**src/rtl/clcd4w_pkg.sv**
```systemverilog
package clcd4w_pkg;

	// request kinds
	typedef enum logic [1:0] {
		KIND_CMD    = 2'd0,
		KIND_DATA   = 2'd1,
		KIND_MOVE   = 2'd2,
		KIND_NUMBER = 2'd3
	} kind_t;

	// width of the number field on the request channel
	localparam int NUM_FIELD_W = 32;

	// one request transaction
	typedef struct packed {
		kind_t       kind;
		logic [7:0]  byte_value;
		logic [2:0]  row;
		logic [5:0]  column;
		logic [31:0] number;
	} req_t;

	// one strobe transaction
	typedef struct packed {
		logic       reg_select;
		logic [3:0] nibble;
		logic [3:0] wait_us;
		logic       last;
	} strobe_t;

	// cursor move command bases per row
	localparam logic [7:0] ROW1_BASE = 8'h80;
	localparam logic [7:0] ROW2_BASE = 8'hC0;
	localparam logic [7:0] ROW3_BASE = 8'h94;
	localparam logic [7:0] ROW4_BASE = 8'hD4;

	// high nibble of an ascii digit
	localparam logic [3:0] DIGIT_HI = 4'h3;

	// waits after enable falls, in microseconds
	localparam logic [3:0] WAIT_SHORT = 4'd1;
	localparam logic [3:0] WAIT_DATA  = 4'd10;

	// top level sequencer states
	typedef enum logic [1:0] {
		CTL_IDLE,
		CTL_CONV,
		CTL_SEND
	} ctl_state_t;

	// decimal converter states
	typedef enum logic [1:0] {
		DEC_IDLE,
		DEC_SHIFT,
		DEC_TRIM,
		DEC_READY
	} dec_state_t;

	// sequencer to converter
	typedef struct packed {
		logic start;
		logic advance;
	} dec_ctrl_t;

	// converter to sequencer
	typedef struct packed {
		logic       ready;
		logic       final_digit;
		logic [3:0] digit;
	} dec_stat_t;

endpackage

```
**src/rtl/clcd4w_dec.sv**
```systemverilog
module clcd4w_dec #(
	parameter int NUMBER_WIDTH = 32,
	parameter int MAX_DIGITS   = 10
) (
	input  logic                    clk,
	input  logic                    arst_n,
	input  clcd4w_pkg::dec_ctrl_t   ctrl,
	input  logic [NUMBER_WIDTH-1:0] value,
	output clcd4w_pkg::dec_stat_t   stat
);
	import clcd4w_pkg::*;

	localparam int BCD_W     = MAX_DIGITS * 4;
	localparam int BIT_CNT_W = $clog2(NUMBER_WIDTH + 1);
	localparam int DIG_CNT_W = $clog2(MAX_DIGITS + 1);

	dec_state_t             state_q, state_d;
	logic [NUMBER_WIDTH-1:0] bin_q;
	logic [BCD_W-1:0]       bcd_q;
	logic [BCD_W-1:0]       bcd_adj;
	logic                   ovf_q;
	logic [BIT_CNT_W-1:0]   bit_cnt_q;
	logic [DIG_CNT_W-1:0]   dig_cnt_q;
	logic [3:0]             top_digit;
	logic                   final_digit;
	logic                   trim_more;

	// add three to every digit of five or more before the shift
	always_comb begin
		for (int i = 0; i < MAX_DIGITS; i++) begin
			if (bcd_q[i*4 +: 4] >= 4'd5) begin
				bcd_adj[i*4 +: 4] = bcd_q[i*4 +: 4] + 4'd3;
			end else begin
				bcd_adj[i*4 +: 4] = bcd_q[i*4 +: 4];
			end
		end
	end

	assign top_digit   = bcd_q[BCD_W-1 -: 4];
	assign final_digit = (dig_cnt_q == DIG_CNT_W'(1));
	// drop leading zeros unless the value overflowed the digit window
	assign trim_more   = !ovf_q && (dig_cnt_q > DIG_CNT_W'(1)) && (top_digit == 4'd0);

	// next state
	always_comb begin
		state_d = state_q;
		case (state_q)
			DEC_IDLE: begin
				if (ctrl.start) state_d = DEC_SHIFT;
			end
			DEC_SHIFT: begin
				if (bit_cnt_q == BIT_CNT_W'(1)) state_d = DEC_TRIM;
			end
			DEC_TRIM: begin
				if (!trim_more) state_d = DEC_READY;
			end
			DEC_READY: begin
				if (ctrl.advance && final_digit) state_d = DEC_IDLE;
			end
			default: state_d = DEC_IDLE;
		endcase
	end

	// status outputs
	always_comb begin
		stat.ready       = (state_q == DEC_READY);
		stat.final_digit = final_digit;
		stat.digit       = top_digit;
	end

	// control registers
	always_ff @(posedge clk or negedge arst_n) begin
		if (!arst_n) begin
			state_q   <= DEC_IDLE;
			ovf_q     <= 1'b0;
			bit_cnt_q <= '0;
			dig_cnt_q <= '0;
		end else begin
			state_q <= state_d;
			case (state_q)
				DEC_IDLE: begin
					if (ctrl.start) begin
						ovf_q     <= 1'b0;
						bit_cnt_q <= BIT_CNT_W'(NUMBER_WIDTH);
					end
				end
				DEC_SHIFT: begin
					ovf_q     <= ovf_q | bcd_adj[BCD_W-1];
					bit_cnt_q <= bit_cnt_q - BIT_CNT_W'(1);
					dig_cnt_q <= DIG_CNT_W'(MAX_DIGITS);
				end
				DEC_TRIM: begin
					if (trim_more) dig_cnt_q <= dig_cnt_q - DIG_CNT_W'(1);
				end
				DEC_READY: begin
					if (ctrl.advance && !final_digit) dig_cnt_q <= dig_cnt_q - DIG_CNT_W'(1);
				end
				default: ;
			endcase
		end
	end

	// binary and bcd shift registers, one bit per cycle, then one digit per step
	always_ff @(posedge clk) begin
		case (state_q)
			DEC_IDLE: begin
				if (ctrl.start) begin
					bin_q <= value;
					bcd_q <= '0;
				end
			end
			DEC_SHIFT: begin
				bin_q <= {bin_q[NUMBER_WIDTH-2:0], 1'b0};
				bcd_q <= {bcd_adj[BCD_W-2:0], bin_q[NUMBER_WIDTH-1]};
			end
			DEC_TRIM: begin
				if (trim_more) bcd_q <= {bcd_q[BCD_W-5:0], 4'd0};
			end
			DEC_READY: begin
				if (ctrl.advance) bcd_q <= {bcd_q[BCD_W-5:0], 4'd0};
			end
			default: ;
		endcase
	end

endmodule

```
**src/rtl/char_lcd_four_bit_writer.sv**
```systemverilog
// sequence: a command, data or in-range move request is registered, then sends its first
// strobe through the output register; a number first runs bit-serial double dabble, drops
// leading zeros (up to MAX_DIGITS - 1) and hands its digits off to the sequencer
// throughput: one strobe per cycle while sending and unstalled; a new request is not taken
// until the last strobe of the one before is in the output register; a bad row sends nothing
// reset: asynchronous active low, returns to idle with no strobe pending
module char_lcd_four_bit_writer #(
	parameter int NUMBER_WIDTH = 32,
	parameter int MAX_DIGITS   = 10
) (
	input  logic                clk,
	input  logic                arst_n,
	input  logic                req_valid,
	output logic                req_stall,
	input  clcd4w_pkg::req_t    req_data,
	output logic                strb_valid,
	input  logic                strb_stall,
	output clcd4w_pkg::strobe_t strb_data
);
	import clcd4w_pkg::*;

	ctl_state_t              state_q, state_d;
	logic [7:0]              byte_q;
	logic                    rs_q;
	logic                    num_q;
	logic                    half_q;
	strobe_t                 out_q;
	logic                    out_valid_q;
	logic                    accept;
	logic                    row_ok;
	logic [7:0]              row_base;
	logic [7:0]              move_cmd;
	logic [7:0]              cur_byte;
	logic                    slot_free;
	logic                    send;
	strobe_t                 next_strobe;
	logic [NUMBER_WIDTH-1:0] num_value;
	dec_ctrl_t               dec_ctrl;
	dec_stat_t               dec_stat;

	// bring the number field to the conversion width
	generate
		if (NUMBER_WIDTH <= NUM_FIELD_W) begin : g_num_trunc
			assign num_value = req_data.number[NUMBER_WIDTH-1:0];
		end else begin : g_num_ext
			assign num_value = {{(NUMBER_WIDTH-NUM_FIELD_W){1'b0}}, req_data.number};
		end
	endgenerate

	// row base lookup for a cursor move
	always_comb begin
		row_ok   = 1'b1;
		row_base = ROW1_BASE;
		case (req_data.row)
			3'd1: row_base = ROW1_BASE;
			3'd2: row_base = ROW2_BASE;
			3'd3: row_base = ROW3_BASE;
			3'd4: row_base = ROW4_BASE;
			default: row_ok = 1'b0;
		endcase
	end

	assign move_cmd  = row_base + {2'b00, req_data.column} - 8'd1;
	assign req_stall = (state_q != CTL_IDLE);
	assign accept    = req_valid && !req_stall;
	assign slot_free = !out_valid_q || !strb_stall;

	// assemble the next strobe
	assign cur_byte = num_q ? {DIGIT_HI, dec_stat.digit} : byte_q;
	always_comb begin
		next_strobe.reg_select = rs_q;
		next_strobe.nibble     = half_q ? cur_byte[3:0] : cur_byte[7:4];
		next_strobe.wait_us    = (rs_q && half_q) ? WAIT_DATA : WAIT_SHORT;
		next_strobe.last       = half_q && (!num_q || dec_stat.final_digit);
	end

	// next state
	always_comb begin
		state_d = state_q;
		case (state_q)
			CTL_IDLE: begin
				if (accept) begin
					case (req_data.kind)
						KIND_CMD, KIND_DATA: state_d = CTL_SEND;
						KIND_MOVE: state_d = row_ok ? CTL_SEND : CTL_IDLE;
						KIND_NUMBER: state_d = CTL_CONV;
						default: state_d = CTL_IDLE;
					endcase
				end
			end
			CTL_CONV: begin
				if (dec_stat.ready) state_d = CTL_SEND;
			end
			CTL_SEND: begin
				if (slot_free && next_strobe.last) state_d = CTL_IDLE;
			end
			default: state_d = CTL_IDLE;
		endcase
	end

	// control outputs
	always_comb begin
		send             = 1'b0;
		dec_ctrl.start   = 1'b0;
		dec_ctrl.advance = 1'b0;
		case (state_q)
			CTL_IDLE: begin
				dec_ctrl.start = accept && (req_data.kind == KIND_NUMBER);
			end
			CTL_SEND: begin
				send             = slot_free;
				dec_ctrl.advance = slot_free && half_q && num_q;
			end
			default: ;
		endcase
	end

	// sequencer registers
	always_ff @(posedge clk or negedge arst_n) begin
		if (!arst_n) begin
			state_q <= CTL_IDLE;
			half_q  <= 1'b0;
			num_q   <= 1'b0;
			rs_q    <= 1'b0;
		end else begin
			state_q <= state_d;
			if (accept) begin
				half_q <= 1'b0;
				num_q  <= (req_data.kind == KIND_NUMBER);
				rs_q   <= (req_data.kind == KIND_DATA) || (req_data.kind == KIND_NUMBER);
			end else if (send) begin
				half_q <= !half_q;
			end
		end
	end

	// byte to send for command, data and move requests
	always_ff @(posedge clk) begin
		if (accept) begin
			byte_q <= (req_data.kind == KIND_MOVE) ? move_cmd : req_data.byte_value;
		end
	end

	// output register
	always_ff @(posedge clk or negedge arst_n) begin
		if (!arst_n) begin
			out_valid_q <= 1'b0;
		end else if (slot_free) begin
			out_valid_q <= send;
		end
	end

	always_ff @(posedge clk) begin
		if (send) out_q <= next_strobe;
	end

	assign strb_valid = out_valid_q;
	assign strb_data  = out_q;

	// decimal converter
	clcd4w_dec #(
		.NUMBER_WIDTH(NUMBER_WIDTH),
		.MAX_DIGITS  (MAX_DIGITS)
	) u_dec (
		.clk   (clk),
		.arst_n(arst_n),
		.ctrl  (dec_ctrl),
		.value (num_value),
		.stat  (dec_stat)
	);

endmodule

```
**config.mk**
```make
export PLATFORM = sky130hd
export DESIGN_NAME = char_lcd_four_bit_writer
export DESIGN_NICKNAME = d
export VERILOG_FILES = /design/src/rtl/clcd4w_pkg.sv /design/src/rtl/clcd4w_dec.sv /design/src/rtl/char_lcd_four_bit_writer.sv
export SDC_FILE = /design/constraint.sdc
export NUM_CORES = 1
export LEC_CHECK = 0
export ABC_AREA = 1
export BUFFER_PORTS_ARGS = -buffer_cell sky130_fd_sc_hd__buf_2
export CORE_ASPECT_RATIO = 1.5
export CORE_MARGIN = 1
export CORE_UTILIZATION = 56
export CTS_BUF_LIST = sky130_fd_sc_hd__clkbuf_4
export CTS_CLUSTER_DIAMETER = 100
export DETAILED_ROUTE_END_ITERATION = 12
export PLACE_DENSITY = 0.82
export SLEW_MARGIN = 20
export SYNTH_ARGS = -nofsm -noshare
export SYNTH_HDL_FRONTEND = slang
export SYNTH_SLANG_ARGS = --single-unit
export TNS_END_PERCENT = 30
```
**constraint.sdc**
```tcl
create_clock -name clk -period 6.6 [get_ports clk]
set_input_delay 0.33 -clock clk [delete_from_list [all_inputs] [get_ports clk]]
set_output_delay 0.33 -clock clk [all_outputs]
set_load 0.02 [all_outputs]
```
==> impl_summary.log, run 1 <==
INFO  metric crit_path_end = u_dec.bcd_q[35]$_DFFE_PP_
INFO  metric io-pin-count = 67
INFO  metric dp_hpwl = 8890 um
INFO  metric max-clock-path-buffers = 2
INFO  metric net_sw_power = 0.000273 W
INFO  metric critical_path.cell_chain = inv_1 -> ha_2 -> nand2_4 -> inv_2 -> o21ai_0 -> o22ai_1
INFO  metric port_buffers = 65
INFO  metric yosys_most_used_dff = sky130_fd_sc_hd__edfxtp_1
INFO  metric rsz0062_at_grt = no
INFO  metric power_density = 171 nW/um2
INFO  metric htreeDepth = 3
INFO  metric global_route.usage.total = 0.223
INFO  metric root_buffer = sky130_fd_sc_hd__clkbuf_4
INFO  metric worstPathArrival = 2.87 ns
INFO  metric dr_total_vias = 4672
INFO  metric core.rowCount = 46
INFO  metric internal_power_component = 0.000886 W
INFO  metric cts.sinks = around 110
INFO  metric final_hold_vios = 0
INFO  metric path_class = flop to flop
INFO  metric post_synth.cell_area_avg = about 9.5 um2
INFO  metric crit_path_end_kind = flop
INFO  metric timing.critical_path.buf_inv = 2
INFO  metric synth.most_common_cell = sky130_fd_sc_hd__nand2_1
INFO  metric p_leak = roughly 2.9 nW
INFO  metric wire_length_of_the_first_global_routing_pass = around 20000 um
INFO  metric drt-pass1-iter-count = 5
INFO  metric crit_path_start = u_dec.state_q[1]$_DFFE_PN0P_
INFO  metric depth_of_the_worst_register_to_register_path = 6
INFO  metric clock_latency = 0.48 ns
INFO  metric critical_path_required = 6.90 ns
INFO  metric report.final.slew_viol_count = 0
INFO  metric resize_count_post_cts = 0
INFO  metric drt_iter0_drc = 287
INFO  metric worst_reg2reg_path_endpoint = u_dec.bcd_q[35]$_DFFE_PP_
INFO  metric gate_count_after_technology_mapping = around 640
INFO  metric grt_start_max_net_pins = 44
INFO  metric r2r_start = u_dec.state_q[1]$_DFFE_PN0P_
INFO  metric finClkSkew = about 0.027 ns
INFO  metric die-area = between 10000 and 15000 um2
INFO  metric worst_ir_drop_on_vdd = 0.170 mV
INFO  metric yosys-top-cells-count = sky130_fd_sc_hd__nand2_1 (130), sky130_fd_sc_hd__inv_1 (89), sky130_fd_sc_hd__edfxtp_1 (88)
INFO  metric final.setup.worst_slack = roughly 4.0 ns
INFO  metric period_minus_slack = 2.57 ns
INFO  metric slowest_delay = around 0.81 ns
INFO  metric layout_net_count = 800
INFO  metric met3RoutedLength = ~470 um
INFO  metric ys_seq_area_frac = 0.508
INFO  metric outcome = complete, no violations
INFO  metric cts.clk_slew.worst_paths = 0.18 ns
INFO  metric routedWlPerCell = 14.2 um
INFO  metric height_of_the_die = 130 um
INFO  metric worst-r2r-setup-slack = between 4 and 5 ns
INFO  metric maxCapViolations = 0
INFO  metric maxClockFrequency = around 0.39 GHz
INFO  metric core-area = between 10000 and 15000 um2
INFO  metric cpLargestDelayFamily = adder cells
INFO  metric synth_top_cells_by_area = sky130_fd_sc_hd__edfxtp_1 (43%), sky130_fd_sc_hd__nand2_1 (7.9%), sky130_fd_sc_hd__dfrtp_1 (7.7%)
INFO  metric syn-cell-area = ~6100 um2
INFO  metric period_share = 0.390
INFO  metric numCtsBuffers = 9
INFO  metric first_global_vias = around 4600
INFO  metric gp_congestion = between 0.8 and 0.9
INFO  metric holdCritPathClass = input port to flop
INFO  metric initial_core_utilization = 0.577
INFO  metric post_cts.repair.setup_buffers = 0
INFO  metric drc = 0
INFO  metric avgViaCountPerCell = ~5.5
INFO  metric grt_antenna_before_repair = 1
INFO  metric async_reset_ff_frac = 0.178
INFO  metric tritoncts = yes
INFO  metric layout.cell_area.non_filler = between 6000 and 7000 um2
INFO  metric comb_power_share = 0.060
INFO  metric clkPwrFrac = 0.314
INFO  metric dpl-instance-area = approximately 6600 um2
INFO  metric die_width = between 80 and 90 um
INFO  metric routed_wl = between 10000 and 15000 um
INFO  metric fin_tns_setup = 0 ns
INFO  metric crit_cells = 6
INFO  metric power.sequential.fraction = 0.626
INFO  metric ys_warn_count = 0
INFO  metric number_of_failing_setup_endpoints_in_the_final_timing_report = 0
INFO  metric crit_path_top_delay_cell = sky130_fd_sc_hd__ha_2
INFO  metric syn-num-nets = ~740
INFO  metric p_sw_frac = 0.236
INFO  metric antenna_violating_nets_post_route = 0
INFO  metric hold_slack = ~0.13 ns
INFO  metric crit_path_start_kind = flop
INFO  metric global_route.overflow_total = 0
INFO  metric yosysTopAreaCell = sky130_fd_sc_hd__edfxtp_1
INFO  metric synthDominantCellAreaShare = 0.430
INFO  metric distinct_cells_synth = 36
INFO  metric detailedPlace.worstSlack = around 4.0 ns
INFO  metric synth-edff-count = between 80 and 90
INFO  metric yosys_register_bits = 107
INFO  metric max_slew.worst_pin.slew = between 0.9 and 1 ns
INFO  metric met2WireLength = about 6700 um
INFO  metric maxSlewHeadroom = 0.375
INFO  metric timing.critical_path.fanout_max = 42
INFO  metric total_power = ~0.0012 W
INFO  metric highest_layer = met4
INFO  metric wirelength_met1 = around 4700 um
INFO  metric area.growth.synth_to_final = 10.1%
INFO  metric drive_gt1_frac = 0.190
-- metrics by stage --
step | std cells | utilization
after floorplan | 644 | -
after global placement | 838 | 0.616
final | 857 | 0.635
after detailed placement | 838 | 0.616
after global routing | 857 | 0.635
after CTS | 855 | 0.632
-- cell usage in the layout (no fill, tap or decap), types with 2 or more instances in the layout --
master / netlist / final
sky130_fd_sc_hd__clkbuf_4: 0 / 9
sky130_fd_sc_hd__or2_2: 3 / 3
sky130_fd_sc_hd__o21ai_0: 37 / 37
sky130_fd_sc_hd__buf_2: 9 / 65
sky130_fd_sc_hd__xnor2_1: 3 / 3
sky130_fd_sc_hd__o32ai_1: 5 / 5
sky130_fd_sc_hd__dfrtp_1: 19 / 19
sky130_fd_sc_hd__o21ai_1: 25 / 25
sky130_fd_sc_hd__inv_8: 0 / 2
sky130_fd_sc_hd__o211ai_1: 8 / 8
sky130_fd_sc_hd__nand2_2: 2 / 2
sky130_fd_sc_hd__nand3_1: 39 / 39
sky130_fd_sc_hd__nand3_2: 3 / 3
sky130_fd_sc_hd__nand2_4: 3 / 3
sky130_fd_sc_hd__o22ai_1: 11 / 11
sky130_fd_sc_hd__edfxtp_1: 88 / 88
sky130_fd_sc_hd__inv_2: 5 / 5
sky130_fd_sc_hd__a21oi_1: 20 / 20
sky130_fd_sc_hd__nand2_1: 130 / 130
sky130_fd_sc_hd__ha_1: 37 / 36
sky130_fd_sc_hd__mux2_2: 31 / 31
sky130_fd_sc_hd__xor2_1: 6 / 6
sky130_fd_sc_hd__nor2_4: 2 / 3
sky130_fd_sc_hd__nand4_1: 7 / 7
sky130_fd_sc_hd__inv_1: 89 / 89
sky130_fd_sc_hd__nor2_1: 47 / 46
-- kinds of logic (layout without fill, tap and decap cells) --
kind of cell / Yosys count / after routing / synth area share
AND/OR/NAND/NOR: 239 / 239 / 0.171
AO/OA/AOI/OAI: 110 / 110 / 0.100
buffers and inverters: 109 / 177 / 0.0727
flip-flops: 107 / 107 / 0.508
adder cells (fa/ha/maj): 38 / 38 / 0.0786
multiplexers: 31 / 31 / 0.0568
XOR/XNOR: 9 / 9 / 0.0128
other: 1 / 2 / 0.000611
-- how the worst min path moves through the flow --
stage                       startpoint  slack [ns]  depth (start not counted)                              to
after detailed placement        arst_n        0.29                          1    u_dec.state_q[1]$_DFFE_PN0P_
after CTS                  req_data[0]        0.11                          3    u_dec.bin_q[0]$_SDFFCE_PP0P_
after global placement          arst_n        0.29                          1  u_dec.bit_cnt_q[1]$_DFFE_PN0P_
after floorplan                 arst_n        0.03                          0              half_q$_DFFE_PN0P_
after global routing      req_data[41]        0.11                          3             byte_q[0]$_DFFE_PP_
final                     req_data[42]        0.13                          3             byte_q[1]$_DFFE_PP_
-- timing repair --
action                                 CTS  global route
hold buffers                             1             0
endpoints found under the hold margin   19             0
setup endpoints to repair                0             0
-- registers in the layout, summed over array words and instances, names as in the netlist, 2 cells and up --
register         flops
u_dec.bcd_q         40
u_dec.bin_q         32
byte_q               8
strb_data            8
u_dec.bit_cnt_q      6
u_dec.dig_cnt_q      4
state_q              2
u_dec.state_q        2
-- power by group through the flow --
stage	clock, W	combinational, W	sequential, W
final	0.000364	0.0000694	0.000726
after global routing	0.000393	0.0000784	0.000726
after CTS	0.000367	0.0000701	0.000726
after detailed placement	0	0.0000692	0.000741
after global placement	0	0.0000663	0.000741
after floorplan	0	0.0000418	0.000741
-- layer usage --
layer | up-vias | global-route usage
li1 | 2309 | -
met1 | 2210 | 0.246
met2 | 129 | 0.416
met3 | 24 | 0.0392
met4 | 0 | 0.0945
met5 | - | 0
-- worst reg2reg max path, cell delays in order (launching register included) --
cell and delay, ns:
sky130_fd_sc_hd__dfrtp_1 0.45, sky130_fd_sc_hd__inv_1 0.10, sky130_fd_sc_hd__ha_2 0.81, sky130_fd_sc_hd__nand2_4 0.24, sky130_fd_sc_hd__inv_2 0.50, sky130_fd_sc_hd__o21ai_0 0.18
sky130_fd_sc_hd__o22ai_1 0.15
-- final cells by class --
cell class,instances,area [um2]
diodes,1,2.50
clock inverters,7,91.3
clock buffers,9,67.6
multi-input cells,428,2590
inverters,94,353
repair buffers,67,363
well taps,144,180
fillers,838,3890
flip-flops and latches,107,3120
No activity file was read; power rests on OpenSTA's default activity.
==> run 2, diff against run 1 <==
--- a/config.mk
+++ b/config.mk
@@ -9,11 +9,11 @@
 export BUFFER_PORTS_ARGS = -buffer_cell sky130_fd_sc_hd__buf_2
 export CORE_ASPECT_RATIO = 1.5
 export CORE_MARGIN = 1
-export CORE_UTILIZATION = 56
+export CORE_UTILIZATION = 55
 export CTS_BUF_LIST = sky130_fd_sc_hd__clkbuf_4
 export CTS_CLUSTER_DIAMETER = 100
 export DETAILED_ROUTE_END_ITERATION = 12
-export PLACE_DENSITY = 0.82
+export PLACE_DENSITY = 0.83
 export SLEW_MARGIN = 20
 export SYNTH_ARGS = -nofsm -noshare
 export SYNTH_HDL_FRONTEND = slang
==> constraint.sdc (replaced) <==
create_clock -name clk -period 2.33 [get_ports clk]
set_input_delay 0.1165 -clock clk [delete_from_list [all_inputs] [get_ports clk]]
set_output_delay 0.1165 -clock clk [all_outputs]
set_load 0.02 [all_outputs]
==> impl_summary.log, run 2 (synthesis results as in run 1) <==
INFO  metric outcome = complete, no violations (unchanged)
INFO  metric global_route.usage.total = 0.255 (was 0.223)
INFO  metric worst_ir_drop_on_vdd = 0.391 mV (was 0.170 mV)
INFO  metric drive_gt1_frac = 0.181 (was 0.190)
INFO  metric grtUsageMet2 = 0.470 (was 0.416)
INFO  metric finClkSkew = 0.0241 ns (was 0.0268 ns)
INFO  metric worstPathArrival = 2.23 ns (was 2.87 ns)
INFO  metric port_buffers = 65 (unchanged)
INFO  metric drt-pass1-iter-count = 4 (was 5)
INFO  metric maxCapViolations = 0 (unchanged)
INFO  metric fin_tns_setup = 0 ns (unchanged)
INFO  metric grt.met3_usage = 0.0433 (was 0.0392)
INFO  metric r2r_start = u_dec.state_q[0]$_DFFE_PN0P_ (was u_dec.state_q[1]$_DFFE_PN0P_)
INFO  metric routedWlPerCell = 15.1 um (was 14.2 um)
INFO  metric post_cts.repair.setup_buffers = 0 (unchanged)
INFO  metric layout_top_registers = u_dec.bcd_q (40), u_dec.bin_q (32) (unchanged)
INFO  metric area.growth.synth_to_final = 17.7% (was 10.1%)
INFO  metric global_route.overflow_total = 0 (unchanged)
INFO  metric dpl-instance-area = 6620 um2 (was 6560 um2)
INFO  metric holdCritPathClass = input port to flop (unchanged)
INFO  metric slowest_delay = 0.45 ns (was 0.81 ns)
INFO  metric wire_length_of_the_first_global_routing_pass = 23000 um (was 19900 um)
INFO  metric busiest_layer = met2 (unchanged)
INFO  metric resize_count_post_cts = 0 (unchanged)
INFO  metric n_antenna_cell = 0 (was 1)
INFO  metric drt_iter0_drc = 299 (was 287)
INFO  metric routed_wl = 13600 um (was 12200 um)
INFO  metric grt_antenna_before_repair = 0 (was 1)
INFO  metric max_flop_register = u_dec.bcd_q (unchanged)
INFO  metric rsz0062_at_grt = no (unchanged)
INFO  metric maxSlewHeadroom = 0.631 (was 0.375)
INFO  metric dr_total_vias = 4934 (was 4672)
INFO  metric hold_path.startpoint = req_data[50] (was req_data[42])
INFO  metric gp_congestion = 0.868 (was 0.842)
INFO  metric placedCellCount = 841 (was 838)
INFO  metric drc = 0 (unchanged)
INFO  metric layout.cell_area.non_filler = 7230 um2 (was 6760 um2)
INFO  metric holdBufCountCts = 46 (was 1)
INFO  metric critical_path_required = 2.57 ns (was 6.90 ns)
INFO  metric clock_latency = 0.49 ns (was 0.48 ns)
INFO  metric critical_path.cell_chain = inv_1 -> ha_1 -> nor2_1 -> inv_2 -> nand2_2 -> buf_12 -> o21ai_0 (was inv_1 -> ha_2 -> nand2_4 -> inv_2 -> o21ai_0 -> o22ai_1)
INFO  metric report.final.slew_viol_count = 0 (unchanged)
INFO  metric detailedPlace.worstSlack = 0.325 ns (was 4.02 ns)
INFO  metric htreeDepth = 3 (unchanged)
INFO  metric core-area = 10700 um2 (was 10600 um2)
INFO  metric crit_path_end_kind = flop (unchanged)
INFO  metric final_cell_mix = sky130_fd_sc_hd__nand2_1 (130), sky130_fd_sc_hd__inv_1 (89), sky130_fd_sc_hd__edfxtp_1 (88) (unchanged)
INFO  metric height_of_the_die = 131 um (was 130 um)
INFO  metric cts.clk_slew.worst_paths = 0.19 ns (was 0.18 ns)
INFO  metric crit_path_start_kind = flop (unchanged)
INFO  metric path_class = flop to flop (unchanged)
INFO  metric crit_path_top_delay_cell = sky130_fd_sc_hd__dfrtp_1 (was sky130_fd_sc_hd__ha_2)
INFO  metric period_minus_slack = 1.98 ns (was 2.57 ns)
INFO  metric crit_path_start = u_dec.state_q[0]$_DFFE_PN0P_ (was u_dec.state_q[1]$_DFFE_PN0P_)
INFO  metric p_leak = 3.05 nW (was 2.86 nW)
INFO  metric avgViaCountPerCell = 5.46 (was 5.45)
INFO  metric timing.critical_path.fanout_max = 22 (was 42)
INFO  metric fin_cells = 903 (was 857)
INFO  metric cpLargestDelayFamily = simple AND/OR/NAND/NOR gates (was adder cells)
INFO  metric maxClockFrequency = 0.504 GHz (was 0.389 GHz)
INFO  metric io-pin-count = 67 (unchanged)
INFO  metric cts.sinks = 107 (unchanged)
INFO  metric max_slew.worst_pin.slew = 0.553 ns (was 0.938 ns)
INFO  metric layout_net_count = 847 (was 800)
INFO  metric power_density = 455 nW/um2 (was 171 nW/um2)
INFO  metric first_global_vias = 5105 (was 4588)
INFO  metric number_of_failing_setup_endpoints_in_the_final_timing_report = 0 (unchanged)
INFO  metric timing.critical_path.buf_inv = 3 (was 2)
INFO  metric final_hold_vios = 0 (unchanged)
INFO  metric initial_core_utilization = 0.574 (was 0.577)
INFO  metric numCtsBuffers = 9 (unchanged)
INFO  metric final.setup.worst_slack = 0.346 ns (was 4.03 ns)
INFO  metric commonest_non_fill_non_tap_cell_in_the_layout = sky130_fd_sc_hd__nand2_1 (unchanged)
INFO  metric antenna_violating_nets_post_route = 0 (unchanged)
INFO  metric root_buffer = sky130_fd_sc_hd__clkbuf_4 (unchanged)
INFO  metric die_width = 88.3 um (was 87.5 um)
INFO  metric period_share = 0.851 (was 0.390)
INFO  metric tritoncts = yes (unchanged)
INFO  metric max-clock-path-buffers = 2 (unchanged)
INFO  metric die-area = 11600 um2 (was 11400 um2)
INFO  metric core.rowCount = 46 (unchanged)
INFO  metric grt_start_max_net_pins = 44 (unchanged)
INFO  metric dp_hpwl = 8920 um (was 8890 um)
INFO  metric globalRouteMet1Util = 0.273 (was 0.246)
INFO  metric largest_reg_flops = 40 (unchanged)
[run 2: cell types whose count changed in the layout (fill, tap and decap cells not counted)]
| cell | delta |
|---|---|
| sky130_fd_sc_hd__inv_6 | +1 |
| sky130_fd_sc_hd__clkinv_2 | -1 |
| sky130_fd_sc_hd__buf_16 | -1 |
| sky130_fd_sc_hd__inv_8 | +1 |
| sky130_fd_sc_hd__diode_2 | -1 |
| sky130_fd_sc_hd__bufinv_16 | -1 |
| sky130_fd_sc_hd__dlygate4sd3_1 | +45 |
| sky130_fd_sc_hd__buf_12 | +3 |
[run 2: report_power, final]
part / total (W) / switching (W) / internal (W)
Clock: 0.000965 / 0.000704 / 0.000261
Sequential: 0.00206 / 0.0000000000000000000468 / 0.00206
Combinational: 0.000269 / 0.000123 / 0.000147
Total: 0.00329 / 0.000827 / 0.00246
[run 2: worst min-delay path, cell delays in order]
cell                      delay [ns]
sky130_fd_sc_hd__buf_2          0.11
sky130_fd_sc_hd__nand4_1        0.17
sky130_fd_sc_hd__o31ai_1        0.10
[run 2: stage by stage]
stage	total power [W]	util	hold slack, ns
2_1_floorplan	0.00222	-	-0.179
3_3_place_gp	0.00229	0.619	0.0807
3_5_place_dp	0.00230	0.619	0.0861
4_1_cts	0.00329	0.675	0.0138
5_1_grt	0.00342	0.675	0.0106
6_report	0.00329	0.675	0.0378
[run 2: layout make-up]
| class | instances | area, um2 |
|---|---|---|
| clock inverter | 7 | 76.3 |
| fill | 812 | 3480 |
| multi-input combinational | 428 | 2590 |
| sequential | 107 | 3120 |
| inverter | 94 | 353 |
| clock buffer | 9 | 67.6 |
| timing repair buffer | 114 | 846 |
| tap | 144 | 180 |
[run 2: layer usage]
metal,vias up,part of all wire
met5,-,0
met4,0,0.031
met3,36,0.034
met2,144,0.56
met1,2347,0.38
li1,2407,-
[run 2: worst paths after layout]
kind	cells past startpoint	slack (ns)	endpoint
setup / recovery	7	0.35	u_dec.bcd_q[20]$_DFFE_PP_
min in group asynchronous	2	0.08	u_dec.bit_cnt_q[4]$_DFFE_PN0P_
max in group asynchronous	2	1.92	num_q$_DFFE_PN0P_
hold reg to reg	0	0.52	strb_data[9]$_DFFE_PP_
setup reg to reg	7	0.35	u_dec.bcd_q[20]$_DFFE_PP_
hold / removal	3	0.04	state_q[0]$_DFFE_PN0P_
